## src/sv/mrr_pkg.sv

```systemverilog
// Shared types and constants for the response receiver.
`timescale 1ns / 1ps
package mrr_pkg;
  localparam logic [1:0] CMD_ARM  = 2'd0;
  localparam logic [1:0] CMD_BYTE = 2'd1;
  localparam logic [1:0] CMD_TICK = 2'd2;

  localparam logic [2:0] ST_OK       = 3'd0;
  localparam logic [2:0] ST_CRC      = 3'd1;
  localparam logic [2:0] ST_EXC      = 3'd2;
  localparam logic [2:0] ST_TIMEOUT  = 3'd3;
  localparam logic [2:0] ST_OVERFLOW = 3'd4;

  localparam logic [0:0] CFG_WORD_SWAP = 1'd0;
  localparam logic [0:0] CFG_TIMEOUT   = 1'd1;

  localparam logic [15:0] CRC_INIT = 16'hFFFF;
  localparam logic [15:0] CRC_POLY = 16'hA001;

  typedef struct packed {
    logic [1:0] cmd;
    logic [7:0] rx_byte;
    logic [7:0] expected_slave;
    logic [6:0] expected_func;
  } item_t;

  // One job from the front to the back: a single status, or a word list.
  typedef struct packed {
    logic       words;     // 1: emit nwords stored words
    logic [2:0] status;
    logic [7:0] exc;
    logic [6:0] nwords;
  } job_t;

  function automatic logic [15:0] crc_byte(input logic [15:0] crc, input logic [7:0] b);
    logic [15:0] c;
    c = crc ^ {8'd0, b};
    for (int i = 0; i < 8; i++) begin
      c = c[0] ? ((c >> 1) ^ CRC_POLY) : (c >> 1);
    end
    return c;
  endfunction
endpackage

```

## src/sv/mrr_front.sv

```systemverilog
// Frame parser: hunts the header, runs the CRC, stores words, raises jobs.
`timescale 1ns / 1ps
module mrr_front #(
  parameter int MAX_REGS = 32,
  parameter int AW = 5
) (
  input  logic               clk,
  input  logic               rst_n,
  input  logic               in_valid,
  output logic               in_ready,
  input  mrr_pkg::item_t     item,
  input  logic               word_swap,
  input  logic [15:0]        timeout_ticks,
  input  logic               store_busy,
  output logic               job_valid,
  input  logic               job_ready,
  output mrr_pkg::job_t      job,
  output logic               wr_en,
  output logic [AW-1:0]      wr_addr,
  output logic [15:0]        wr_data
);
  localparam logic [2:0] PH_IDLE = 3'd0, PH_HUNT0 = 3'd1, PH_HUNT1 = 3'd2,
                         PH_COUNT = 3'd3, PH_BODY = 3'd4, PH_STALL = 3'd5;

  logic [2:0]  phase_r, phase_nxt;
  logic [7:0]  want_slave_r, want_slave_nxt;
  logic [6:0]  want_func_r, want_func_nxt;
  logic [7:0]  func_r, func_nxt;
  logic [8:0]  taken_r, taken_nxt;
  logic [8:0]  flen_r, flen_nxt;
  logic [15:0] crc_r, crc_nxt;
  logic [7:0]  h0_r, h0_nxt, h1_r, h1_nxt;
  logic [7:0]  exc_r, exc_nxt;
  logic [15:0] ticks_r, ticks_nxt;
  logic        jv_r, jv_nxt;
  mrr_pkg::job_t job_r, job_nxt;
  logic [15:0] crc_in;
  logic [8:0]  d;
  logic [7:0]  b;
  logic [8:0]  flen_m5;
  logic [7:0]  words8;
  logic        acc;

  // Take an item only when no job is waiting and the back is not reading the store.
  assign in_ready  = !jv_r && !store_busy;
  assign acc       = in_valid && in_ready;
  assign job_valid = jv_r;
  assign job       = job_r;
  assign b         = item.rx_byte;
  assign crc_in    = mrr_pkg::crc_byte(crc_r, b);
  assign d         = taken_r - 9'd3;
  assign flen_m5   = flen_r - 9'd5;
  assign words8    = flen_m5[8:1];  // (flen-5)/2

  always_comb begin
    phase_nxt = phase_r; want_slave_nxt = want_slave_r; want_func_nxt = want_func_r;
    func_nxt = func_r; taken_nxt = taken_r; flen_nxt = flen_r; crc_nxt = crc_r;
    h0_nxt = h0_r; h1_nxt = h1_r; exc_nxt = exc_r; ticks_nxt = ticks_r;
    jv_nxt = jv_r && !job_ready; job_nxt = job_r;
    wr_en = 1'b0; wr_addr = d[AW:1]; wr_data = word_swap ? {b, h0_r} : {h0_r, b};
    if (acc) begin
      if (item.cmd == mrr_pkg::CMD_ARM) begin
        want_slave_nxt = item.expected_slave; want_func_nxt = item.expected_func;
        ticks_nxt = '0; phase_nxt = PH_HUNT0; taken_nxt = '0; flen_nxt = '0;
        func_nxt = '0; crc_nxt = mrr_pkg::CRC_INIT;
      end else if (phase_r != PH_IDLE && item.cmd == mrr_pkg::CMD_TICK) begin
        if (ticks_r != 16'hFFFF) ticks_nxt = ticks_r + 16'd1;
        if (ticks_nxt > timeout_ticks) begin
          phase_nxt = PH_IDLE; jv_nxt = 1'b1;
          job_nxt = '{words: 1'b0, status: mrr_pkg::ST_TIMEOUT, exc: 8'd0, nwords: 7'd0};
        end
      end else if (phase_r != PH_IDLE && item.cmd == mrr_pkg::CMD_BYTE) begin
        case (phase_r)
          PH_HUNT0: begin
            if (b == want_slave_r) begin
              phase_nxt = PH_HUNT1; crc_nxt = mrr_pkg::crc_byte(mrr_pkg::CRC_INIT, b);
              taken_nxt = 9'd1;
            end
          end
          PH_HUNT1: begin
            if (b[6:0] == want_func_r) begin
              func_nxt = b; crc_nxt = crc_in; taken_nxt = 9'd2;
              if (b == 8'd3) phase_nxt = PH_COUNT;
              else if (b == 8'd6) begin flen_nxt = 9'd8; phase_nxt = PH_BODY; end
              else if (b[7]) begin flen_nxt = 9'd5; phase_nxt = PH_BODY; end
              else phase_nxt = PH_STALL;
            end else if (b == want_slave_r) begin
              crc_nxt = mrr_pkg::crc_byte(mrr_pkg::CRC_INIT, b); taken_nxt = 9'd1;
            end else begin
              phase_nxt = PH_HUNT0; taken_nxt = '0;
            end
          end
          PH_COUNT: begin
            crc_nxt = crc_in; taken_nxt = 9'd3;
            if ({1'b0, b[7:1]} > 8'(MAX_REGS)) begin
              phase_nxt = PH_IDLE; jv_nxt = 1'b1;
              job_nxt = '{words: 1'b0, status: mrr_pkg::ST_OVERFLOW, exc: 8'd0, nwords: 7'd0};
            end else begin
              flen_nxt = 9'd5 + {1'b0, b}; phase_nxt = PH_BODY;
            end
          end
          PH_BODY: begin
            taken_nxt = taken_r + 9'd1;
            if (taken_r + 9'd2 < flen_r) begin
              crc_nxt = crc_in;
              if (func_r[7]) begin
                if (taken_r == 9'd2) exc_nxt = b;
              end else if (func_r == 8'd3 && taken_r >= 9'd3) begin
                if (!d[0]) h0_nxt = b;
                else if (d[8:1] < 8'(MAX_REGS)) wr_en = 1'b1;
              end
            end else if (taken_r + 9'd2 == flen_r) begin
              h1_nxt = b;
            end else begin
              phase_nxt = PH_IDLE; jv_nxt = 1'b1;
              if ({b, h1_r} != crc_r)
                job_nxt = '{words: 1'b0, status: mrr_pkg::ST_CRC, exc: 8'd0, nwords: 7'd0};
              else if (func_r[7])
                job_nxt = '{words: 1'b0, status: mrr_pkg::ST_EXC, exc: exc_r, nwords: 7'd0};
              else if (func_r == 8'd3 && words8 != 8'd0)
                job_nxt = '{words: 1'b1, status: mrr_pkg::ST_OK, exc: 8'd0,
                            nwords: words8[6:0]};
              else
                job_nxt = '{words: 1'b0, status: mrr_pkg::ST_OK, exc: 8'd0, nwords: 7'd0};
            end
          end
          default: ;
        endcase
      end
    end
  end

  always_ff @(posedge clk) begin
    if (!rst_n) begin
      phase_r <= PH_IDLE; jv_r <= 1'b0; ticks_r <= '0; taken_r <= '0; flen_r <= '0;
      want_slave_r <= '0; want_func_r <= '0; func_r <= '0; crc_r <= mrr_pkg::CRC_INIT;
      h0_r <= '0; h1_r <= '0; exc_r <= '0; job_r <= '0;
    end else begin
      phase_r <= phase_nxt; jv_r <= jv_nxt; ticks_r <= ticks_nxt; taken_r <= taken_nxt;
      flen_r <= flen_nxt; want_slave_r <= want_slave_nxt; want_func_r <= want_func_nxt;
      func_r <= func_nxt; crc_r <= crc_nxt; h0_r <= h0_nxt; h1_r <= h1_nxt;
      exc_r <= exc_nxt; job_r <= job_nxt;
    end
  end
endmodule

```

## src/sv/mrr_back.sv

```systemverilog
// Result sequencer: owns the word store and streams each job's results.
`timescale 1ns / 1ps
module mrr_back #(
  parameter int MAX_REGS = 32,
  parameter int AW = 5
) (
  input  logic          clk,
  input  logic          rst_n,
  input  logic          job_valid,
  output logic          job_ready,
  input  mrr_pkg::job_t job,
  input  logic          wr_en,
  input  logic [AW-1:0] wr_addr,
  input  logic [15:0]   wr_data,
  output logic          store_busy,
  output logic          out_valid,
  input  logic          out_ready,
  output logic [2:0]    out_status,
  output logic [7:0]    out_exception_code,
  output logic          out_has_data,
  output logic [4:0]    out_reg_index,
  output logic [15:0]   out_reg_value,
  output logic          out_last
);
  logic [15:0] mem [MAX_REGS];
  logic [15:0] rd_r;
  logic        busy_r;          // streaming words
  logic        rd_pend_r;       // read issued, data lands next cycle
  logic [6:0]  idx_r, cnt_r;
  logic        ov_r;
  logic [2:0]  st_r;
  logic [7:0]  ex_r;
  logic        hd_r, last_r;
  logic [6:0]  ridx_r;
  logic        out_free;
  logic        ov_set;
  logic [15:0] rd_hold, rd_hold_r;
  logic        cap_r;

  assign out_free   = !ov_r || out_ready;
  assign job_ready  = !busy_r && !rd_pend_r && out_free;
  assign store_busy = busy_r || rd_pend_r;
  assign ov_set     = (rd_pend_r && out_free) || (job_valid && job_ready && !job.words);

  always_ff @(posedge clk) begin
    if (wr_en) mem[wr_addr] <= wr_data;
    rd_r <= mem[idx_r[AW-1:0]];
  end

  always_ff @(posedge clk) begin
    if (!rst_n) begin
      busy_r <= 1'b0; rd_pend_r <= 1'b0; ov_r <= 1'b0; idx_r <= '0; cnt_r <= '0;
      st_r <= '0; ex_r <= '0; hd_r <= 1'b0; last_r <= 1'b0; ridx_r <= '0;
    end else begin
      ov_r <= ov_set || (ov_r && !out_ready);
      if (rd_pend_r && out_free) begin
        // read data is valid now; present it
        st_r <= mrr_pkg::ST_OK; ex_r <= '0; hd_r <= 1'b1;
        ridx_r <= idx_r; last_r <= (idx_r + 7'd1 == cnt_r);
        rd_pend_r <= 1'b0;
        if (idx_r + 7'd1 == cnt_r) busy_r <= 1'b0;
        else idx_r <= idx_r + 7'd1;
      end else if (busy_r && !rd_pend_r && out_free) begin
        rd_pend_r <= 1'b1;
      end else if (job_valid && job_ready) begin
        if (job.words) begin
          busy_r <= 1'b1; idx_r <= '0; cnt_r <= job.nwords;
        end else begin
          st_r <= job.status; ex_r <= job.exc; hd_r <= 1'b0;
          ridx_r <= '0; last_r <= 1'b1;
        end
      end
    end
  end

  assign out_valid          = ov_r;
  assign out_status         = st_r;
  assign out_exception_code = ex_r;
  assign out_has_data       = hd_r;
  assign out_reg_index      = ridx_r[4:0];
  assign out_reg_value      = hd_r ? rd_hold : 16'd0;

  // hold read data while the word waits on the output
  always_ff @(posedge clk) begin
    if (!rst_n) cap_r <= 1'b0;
    else cap_r <= rd_pend_r && out_free;
    if (cap_r) rd_hold_r <= rd_r;
  end
  assign rd_hold  = cap_r ? rd_r : rd_hold_r;
  assign out_last = last_r;
endmodule

```

## src/sv/modbus_response_receiver_unit.sv

```systemverilog
// Top level: configuration registers, parser front, job queue, result back.
// Path: a status result goes from the job register to the output register; a
// register word goes from the job register through a store read, one word at a time.
// Throughput: one input item per cycle while no job waits and the back is not
// streaming register words; set by the one slot job register and the store.
// Reset: synchronous active low; idle, word_swap 0, timeout_ticks 1000.
`timescale 1ns / 1ps
module modbus_response_receiver_unit #(
  parameter int MAX_REGS = 32
) (
  input  logic        clk,
  input  logic        rst_n,
  input  logic        in_valid,
  output logic        in_ready,
  input  logic [1:0]  in_cmd,
  input  logic [7:0]  in_rx_byte,
  input  logic [7:0]  in_expected_slave,
  input  logic [6:0]  in_expected_func,
  input  logic        cfg_valid,
  output logic        cfg_ready,
  input  logic        cfg_index,
  input  logic [15:0] cfg_data,
  output logic        out_valid,
  input  logic        out_ready,
  output logic [2:0]  out_status,
  output logic [7:0]  out_exception_code,
  output logic        out_has_data,
  output logic [4:0]  out_reg_index,
  output logic [15:0] out_reg_value,
  output logic        out_last
);
  localparam int AW = (MAX_REGS > 1) ? $clog2(MAX_REGS) : 1;

  logic          swap_r;
  logic [15:0]   tmo_r;
  mrr_pkg::item_t item;
  mrr_pkg::job_t  job;
  logic          job_valid, job_ready, wr_en, store_busy;
  logic [AW-1:0] wr_addr;
  logic [15:0]   wr_data;

  assign cfg_ready = 1'b1;
  assign item = '{cmd: in_cmd, rx_byte: in_rx_byte, expected_slave: in_expected_slave,
                  expected_func: in_expected_func};

  always_ff @(posedge clk) begin
    if (!rst_n) begin
      swap_r <= 1'b0; tmo_r <= 16'd1000;
    end else if (cfg_valid) begin
      if (cfg_index == mrr_pkg::CFG_WORD_SWAP) swap_r <= cfg_data[0];
      else tmo_r <= cfg_data;
    end
  end

  mrr_front #(.MAX_REGS(MAX_REGS), .AW(AW)) u_front (
    .clk, .rst_n, .in_valid, .in_ready, .item, .word_swap(swap_r),
    .timeout_ticks(tmo_r), .store_busy, .job_valid, .job_ready, .job, .wr_en, .wr_addr,
    .wr_data
  );

  mrr_back #(.MAX_REGS(MAX_REGS), .AW(AW)) u_back (
    .clk, .rst_n, .job_valid, .job_ready, .job, .wr_en, .wr_addr, .wr_data, .store_busy,
    .out_valid, .out_ready, .out_status, .out_exception_code, .out_has_data,
    .out_reg_index, .out_reg_value, .out_last
  );

  a_status_range: assert property (@(posedge clk) disable iff (!rst_n)
    out_valid |-> out_status <= mrr_pkg::ST_OVERFLOW) else $error("bad status");
  a_data_ok: assert property (@(posedge clk) disable iff (!rst_n)
    out_valid && out_has_data |-> out_status == mrr_pkg::ST_OK) else $error("data status");
  a_exc_only: assert property (@(posedge clk) disable iff (!rst_n)
    out_valid && out_status != mrr_pkg::ST_EXC |-> out_exception_code == 8'd0)
    else $error("stray exception code");
endmodule

```

## config.mk

```make
export PLATFORM = sky130hd
export DESIGN_NAME = modbus_response_receiver_unit
export DESIGN_NICKNAME = d
export VERILOG_FILES = /design/src/sv/mrr_pkg.sv /design/src/sv/mrr_front.sv /design/src/sv/mrr_back.sv /design/src/sv/modbus_response_receiver_unit.sv
export SDC_FILE = /design/constraint.sdc
export NUM_CORES = 1
export LEC_CHECK = 0
export BUFFER_PORTS_ARGS = -buffer_cell sky130_fd_sc_hd__buf_2
export CAP_MARGIN = 10
export CORE_ASPECT_RATIO = 0.75
export CORE_MARGIN = 3
export CORE_UTILIZATION = 50
export DETAILED_ROUTE_END_ITERATION = 7
export GPL_TIMING_DRIVEN = 0
export PLACE_DENSITY = 0.66
export SYNTH_ARGS = -nofsm -noshare
export SYNTH_HDL_FRONTEND = slang
export SYNTH_SLANG_ARGS = --single-unit
```

## constraint.sdc

```tcl
create_clock -name clk -period 9.75 [get_ports clk]
set_input_delay 0.975 -clock clk [delete_from_list [all_inputs] [get_ports clk]]
set_output_delay 0.975 -clock clk [all_outputs]
set_load 0.01 [all_outputs]
```

==> out/results.txt, run 1 <==
Ys flop type: edfxtp_1
Synthesized flop and latch total: 717
Max_slew headroom: 0.214
Die W: 291 um
Hold WC Path Type: reg2reg
Crit path max-delay cell type: o41ai_2
CP Class: reg2reg
Post-synth top area share: 0.504
Area Growth Syn to Fin: 14.3%
Synth top cells by count: 512 x edfxtp_1, 205 x dfxtp_1, 163 x nand2_1, 160 x mux4_2, 143 x nor2_1
Most frequent cell after synthesis: edfxtp_1
Post-CTS Resized: 0
CTS tree: done
Met3 Track Usage GR: 0.0635
Antenna viol nets, final: 0
Vias/cell: 6.09
Drt total wl: 78900 um
Core Area: 59600 um2
Largest net degree at the start of global routing: 33
Port Buffers: 81
Final Cycle Share: 0.485
Rows: 77
Setup TNS: 0 ps
Worst-skew pair later-pin latency: 620 ps
Post-DP HPWL: 55600 um
Total track usage: 0.249
Initial drt markers: 2094
Clock buffer count from CTS: 71
CTS clk-pin slew, worst paths: 60 ps
Max Cap Violations: 0
Syn Nets: 2141
DR pass1 iterations: 6
Netlist cell types: 80
Htree depth: 3
Total power draw: 6.05 mW
Die Ht: 220 um
Cell Area, Synth: 30500 um2
Vias in the first global route: 18304
Clock period minus worst slack: 4720 ps
Max-slew violation count: 0
Outcome: complete, no violations
Met2 GRT Util: 0.355
Mean Syn Cell Area: 14.9 um2
Startpoint class of the critical path: flip-flop
Gr busiest metal: met1
Critical-path cell list: clkbuf_1 -> nand3_1 -> nor2_1 -> xor2_1 -> ha_1 -> a22o_1 -> o41ai_2 -> nand4_4 -> nor4b_4 -> nand2_1 -> nor2_2 -> buf_8
Placer congestion estimate: 0.945
Setup bufs post-CTS: 0
Top Family by Delay on Critical Path: simple AND/OR/NAND/NOR gates
Layout fillers: 4450
WL/cell: 25.5 um
Final Hold Viols: 0
Layout Nets: 2335
DIE AREA: 64000 um2
Vias: 18810
EDFF count, synth: 512
Total grt overflow: 0
Initial Util: 0.511
Endpoints failing setup: 0
Sequential share of the synthesized area: 0.639
Dominant cells by area after synthesis: edfxtp_1 50%, dfxtp_1 13%, mux4_2 12%
Pleak: 12.1 nW
Diode count: 0
DRC viols: 0
FFs w/ async S/R, synth: 0
WP data arrival: 5040 ps
Synth warnings: 0
Worst Max-Slew Pin Slew: 1170 ps
Hold buffers post-CTS: 0
Area leader, netlist: edfxtp_1
RSZ-0062 raised after global routing: false
Worst Setup End Kind: flip-flop
Clk root buf: clkbuf_16
First-pass GRT wire length: 118000 um
Max Fclk: 212 MHz
Clock sinks: 717
Peak VDD IR: 0.111 mV
Finished Core Util: 0.585
Slowest stage delay, CP: 620 ps
Initial antenna violation count: 0
CP required: 10060 ps
Num ports: 84
WP buf/inv: 2
Final setup skew: 24.0 ps
Layout cell share with drive strength beyond 1: 0.227
Worst Path Max Fanout: 10
Cells after Synth: 2047
Pwr/cell area: 174 nW/um2
CTS Buffer Depth: 3
M1 GR Usage: 0.381
## cells by family after synthesis
kind of cell	Yosys count	share of synthesized area
muxes	248	0.149
AOI/OAI and AO/OA	237	0.0506
DFF	717	0.639
xor gates and xnor gates	116	0.0367
adders and majority gates	47	0.0193
buffers and inverters	167	0.0232
other	1	0.000123
and+or+nand+nor	514	0.0826
## cells in the final DEF, fill, tap and decap left out, drive strengths merged, types with 7 or more instances in the layout
master	Yosys	layout
and3	10	10
nand3	39	39
clkinv	1	17
ha	47	47
a31oi	16	16
or3	9	9
xnor2	68	68
o211ai	16	16
buf	47	168
o21ai	51	51
nand2	163	163
clkbuf	77	184
nor3	24	24
xor2	42	42
a21oi	80	80
nor4	17	17
inv	42	47
mux4	160	160
edfxtp	512	512
nor2	145	145
nand3b	7	7
mux2	43	43
mux2i	45	45
nor2b	8	8
nand4	41	41
and2	26	26
a32o	8	8
o31ai	11	11
dfxtp	205	205
## registers in the layout, summed over array words and instances (netlist names), 9 cells and up
register          count
u_back.rd_hold_r     16
u_back.mem          512
u_front.crc_r        16
u_front.ticks_r      16
u_back.rd_r          16
tmo_r                16
u_front.taken_r       9
u_front.job          19
u_front.flen_r        9
## worst paths after layout
kind | from | end | slack [ps] | depth (start not counted)
hold reg to reg | u_front.func_r[5]$_SDFFE_PN0P_ | u_front.func_r[5]$_SDFFE_PN0P_ | 450 | 2
setup / recovery | u_front.taken_r[2]$_SDFFE_PN0P_ | u_back.mem[20][10]$_DFFE_PP_ | 5030 | 12
setup reg to reg | u_front.taken_r[2]$_SDFFE_PN0P_ | u_back.mem[20][10]$_DFFE_PP_ | 5030 | 12
hold / removal | u_front.func_r[5]$_SDFFE_PN0P_ | u_front.func_r[5]$_SDFFE_PN0P_ | 450 | 2
## report_power, final
part,internal (mW),leakage (nW),switching (mW)
clock,1.46,1.07,1.15
sequential,3.26,6.60,0.00270
combinational,0.0561,4.42,0.122
## worst register-to-register path: cells and delay by family, from the launching register on
kind                       cells  cell delay, ps
AOI/OAI and AO/OA              2             850
DFF                            1             340
xor gates and xnor gates       1             200
and+or+nand+nor                6            2120
adders and majority gates      1             280
buffers and inverters          2             640
## area by class of cell
class	instances	area, um2	share of cell area
clock buffers	107	2030	0.0584
multi-input cells	1163	10400	0.299
plain buffers	124	546	0.0157
inverters	43	161	0.00463
repair buffers	121	1070	0.0306
well taps	790	988	0.0284
clock inverters	24	166	0.00477
flip-flops and latches	717	19500	0.559
## layer usage
layer / share of wire / up-vias
met5: 0 / -
met3: 0.10 / 131
met1: 0.45 / 9596
met2: 0.43 / 858
li1: - / 8225
met4: 0.022 / 0
## through the flow
stage,setup WS (ps),cell area (um2),std cells,hold WS (ps)
final,5030,34900,3089,451
after global placement,4380,31900,2918,435
after global routing,4840,34900,3089,472
after detailed placement,5110,32600,2957,444
after floorplan,5830,30500,2047,426
after CTS,5070,34800,3088,450
(Power assumes the default switching activity.)
==> inputs of run 2 (changes only) <==
- PLACE_DENSITY: 0.66 -> 0.69
- clock period: 9.75 -> 4 ns (I/O delays scaled with it)
==> run 2 against run 1 <==
  * Clock-buffer cell count shrank 17
  * Non-clock buffer count grew 40
  * Register-to-register slack lost 4900 ps
  * Critical path depth grew 3
  * Sequential share of layout area shrank 1.4 points
  * Power grew 150%
==> out/results.txt, run 2 (synthesis gave the netlist of run 1 again) <==
Worst Setup End Kind: flip-flop
Final Hold Viols: 0 (unchanged)
Worst Path Max Fanout: 10 (unchanged)
Final setup skew: 21.5 ps (-2.43 ps)
Htree depth: 3 (unchanged)
CTS tree: done
Max_slew headroom: 0.238 (+0.0236)
Critical-path cell list: and4_4 -> and3_4 -> nand4_1 -> nor3_2 -> nand3_1 -> o21a_1 -> ha_1 -> nand4_1 -> nor2_4 -> o21ai_0 -> a21o_1 -> a32o_1 -> buf_4 -> or4_1 -> a21oi_1
Crit path top cell by count: nand4_1
Peak VDD IR: 0.288 mV (+160%)
WP data arrival: 4360 ps (-680 ps)
Clk root buf: clkbuf_16
Layout cell share with drive strength beyond 1: 0.258 (+0.0308)
Startpoint class of the critical path: flip-flop
Pleak: 12.4 nW (+2.4%)
Largest net degree at the start of global routing: 33 (unchanged)
Crit path max-delay cell type: or4_1
CP required: 4520 ps (-5540 ps)
Vias: 19154 (+1.8%)
Max reg flops: 512 (unchanged)
Vias/cell: 6.13 (+0.62%)
Initial antenna violation count: 1 (+1)
Max Cap Violations: 0 (unchanged)
WL/cell: 25.5 um (about the same)
CP Class: reg2reg
Vias in the first global route: 18848 (+3.0%)
Max Fclk: 260 MHz (+23%)
Antenna viol nets, final: 0 (unchanged)
Initial drt markers: 2475 (+18%)
Total track usage: 0.251 (+0.00241)
Total grt overflow: 0 (unchanged)
Endpoints failing setup: 0 (unchanged)
Hold WC Path Type: in2reg
Clock period minus worst slack: 3850 ps (-879 ps)
Worst-skew pair later-pin latency: 610 ps (about the same)
Die Ht: 220 um (unchanged)
DIE AREA: 64000 um2 (unchanged)
Total power draw: 15.1 mW (+150%)
Leading cell type in the layout, fill and taps excluded: edfxtp_1
Placer congestion estimate: 0.921 (-2.5%)
Max-slew violation count: 0 (unchanged)
First-pass GRT wire length: 120000 um (+1.8%)
Largest reg by FF count: u_back.mem
Slowest stage delay, CP: 530 ps (-90 ps)
Core Area: 59600 um2 (unchanged)
Worst Max-Slew Pin Slew: 1140 ps (-24.7 ps)
Die W: 291 um (unchanged)
Clock buffer count from CTS: 70 (-1.4%)
Clock sinks: 717 (unchanged)
Pwr/cell area: 421 nW/um2 (+140%)
Num ports: 84 (unchanged)
Post-DP HPWL: 54400 um (-2.1%)
DRC viols: 0 (unchanged)
Hold buffers post-CTS: 0 (unchanged)
DR pass1 iterations: 5 (-1)
Most frequent cells in the layout: 512 x edfxtp_1, 199 x dfxtp_1, 160 x mux4_2
CTS Buffer Depth: 3 (unchanged)
Rows: 77 (unchanged)
Port Buffers: 81 (unchanged)
Outcome: complete, no violations
Layout Nets: 2374 (+1.7%)
Initial Util: 0.511 (unchanged)
Finished Core Util: 0.600 (+0.0157)
Final Cycle Share: 0.961 (+0.477)
Area Growth Syn to Fin: 17.4%
CTS clk-pin slew, worst paths: 60 ps (about the same)
Drt total wl: 79800 um (+1.1%)
[run 2: final timing paths]
path,from,end,slack (ps),cells past startpoint
worst min-delay path,cfg_data[7],tmo_r[7]$_SDFFE_PN1P_,30,3
worst max register to register,u_front.ticks_r[7]$_SDFFE_PN0P_,u_front.job[5]$_SDFFE_PN0P_,150,15
worst min register to register,u_front.func_r[3]$_SDFFE_PN0P_,u_front.func_r[3]$_SDFFE_PN0P_,460,2
worst max-delay path,u_front.ticks_r[7]$_SDFFE_PN0P_,u_front.job[5]$_SDFFE_PN0P_,150,15
[run 2: report_power, final]
| group | internal, mW | switching, mW |
|---|---|---|
| Clock | 3.90 | 2.79 |
| Combinational | 0.137 | 0.295 |
| Sequential | 7.95 | 0.00693 |
| Total | 12.0 | 3.09 |
[run 2: per-layer routing]
metal / global-route usage / vias to the layer above / wire, um
li1: - / 8279 / -
met2: 0.370 / 1055 / 34900
met3: 0.0548 / 137 / 8120
met5: 0 / - / 7
met1: 0.382 / 9681 / 35100
met4: 0.0618 / 2 / 1710
[run 2: layout make-up]
type / count / area (um2)
Antenna cell: 1 / 2.50
Buffer: 120 / 537
Clock buffer: 90 / 1940
Clock inverter: 37 / 400
Fill cell: 4273 / 23800
Inverter: 43 / 161
Multi-Input combinational cell: 1163 / 10700
Sequential cell: 717 / 19500
Tap cell: 790 / 988
Timing Repair Buffer: 165 / 1620
[run 2: per-stage QoR]
stage                     setup TNS (ps)  hold WS [ps]  cells  cell area (um2)  setup slack (ps)
after CTS                              0          5.70   3122            35700              17.4
after floorplan                        0           426   2047            30500              76.1
after global routing               -72.2          12.9   3125            35800             -29.0
final                                  0          25.8   3126            35800               154
after detailed placement         -242790           447   2957            32500              -734
after global placement           -621400           433   2918            31900             -1310
[run 2: worst max-delay path: cells and delay by family, from the launching register on]
kind | cells | cell delay, ps
compound gates | 5 | 820
fa+ha+maj | 1 | 350
buf+inv | 1 | 190
flops | 1 | 410
simple gates | 8 | 1970
[run 2: repair_timing]
| action | 4_1_cts | 5_1_grt |
|---|---|---|
| gates resized for setup | 47 | 20 |
| buffers inserted | 40 | 5 |
| pin swaps | 33 | 7 |
| endpoints found under the setup margin | 535 | 296 |
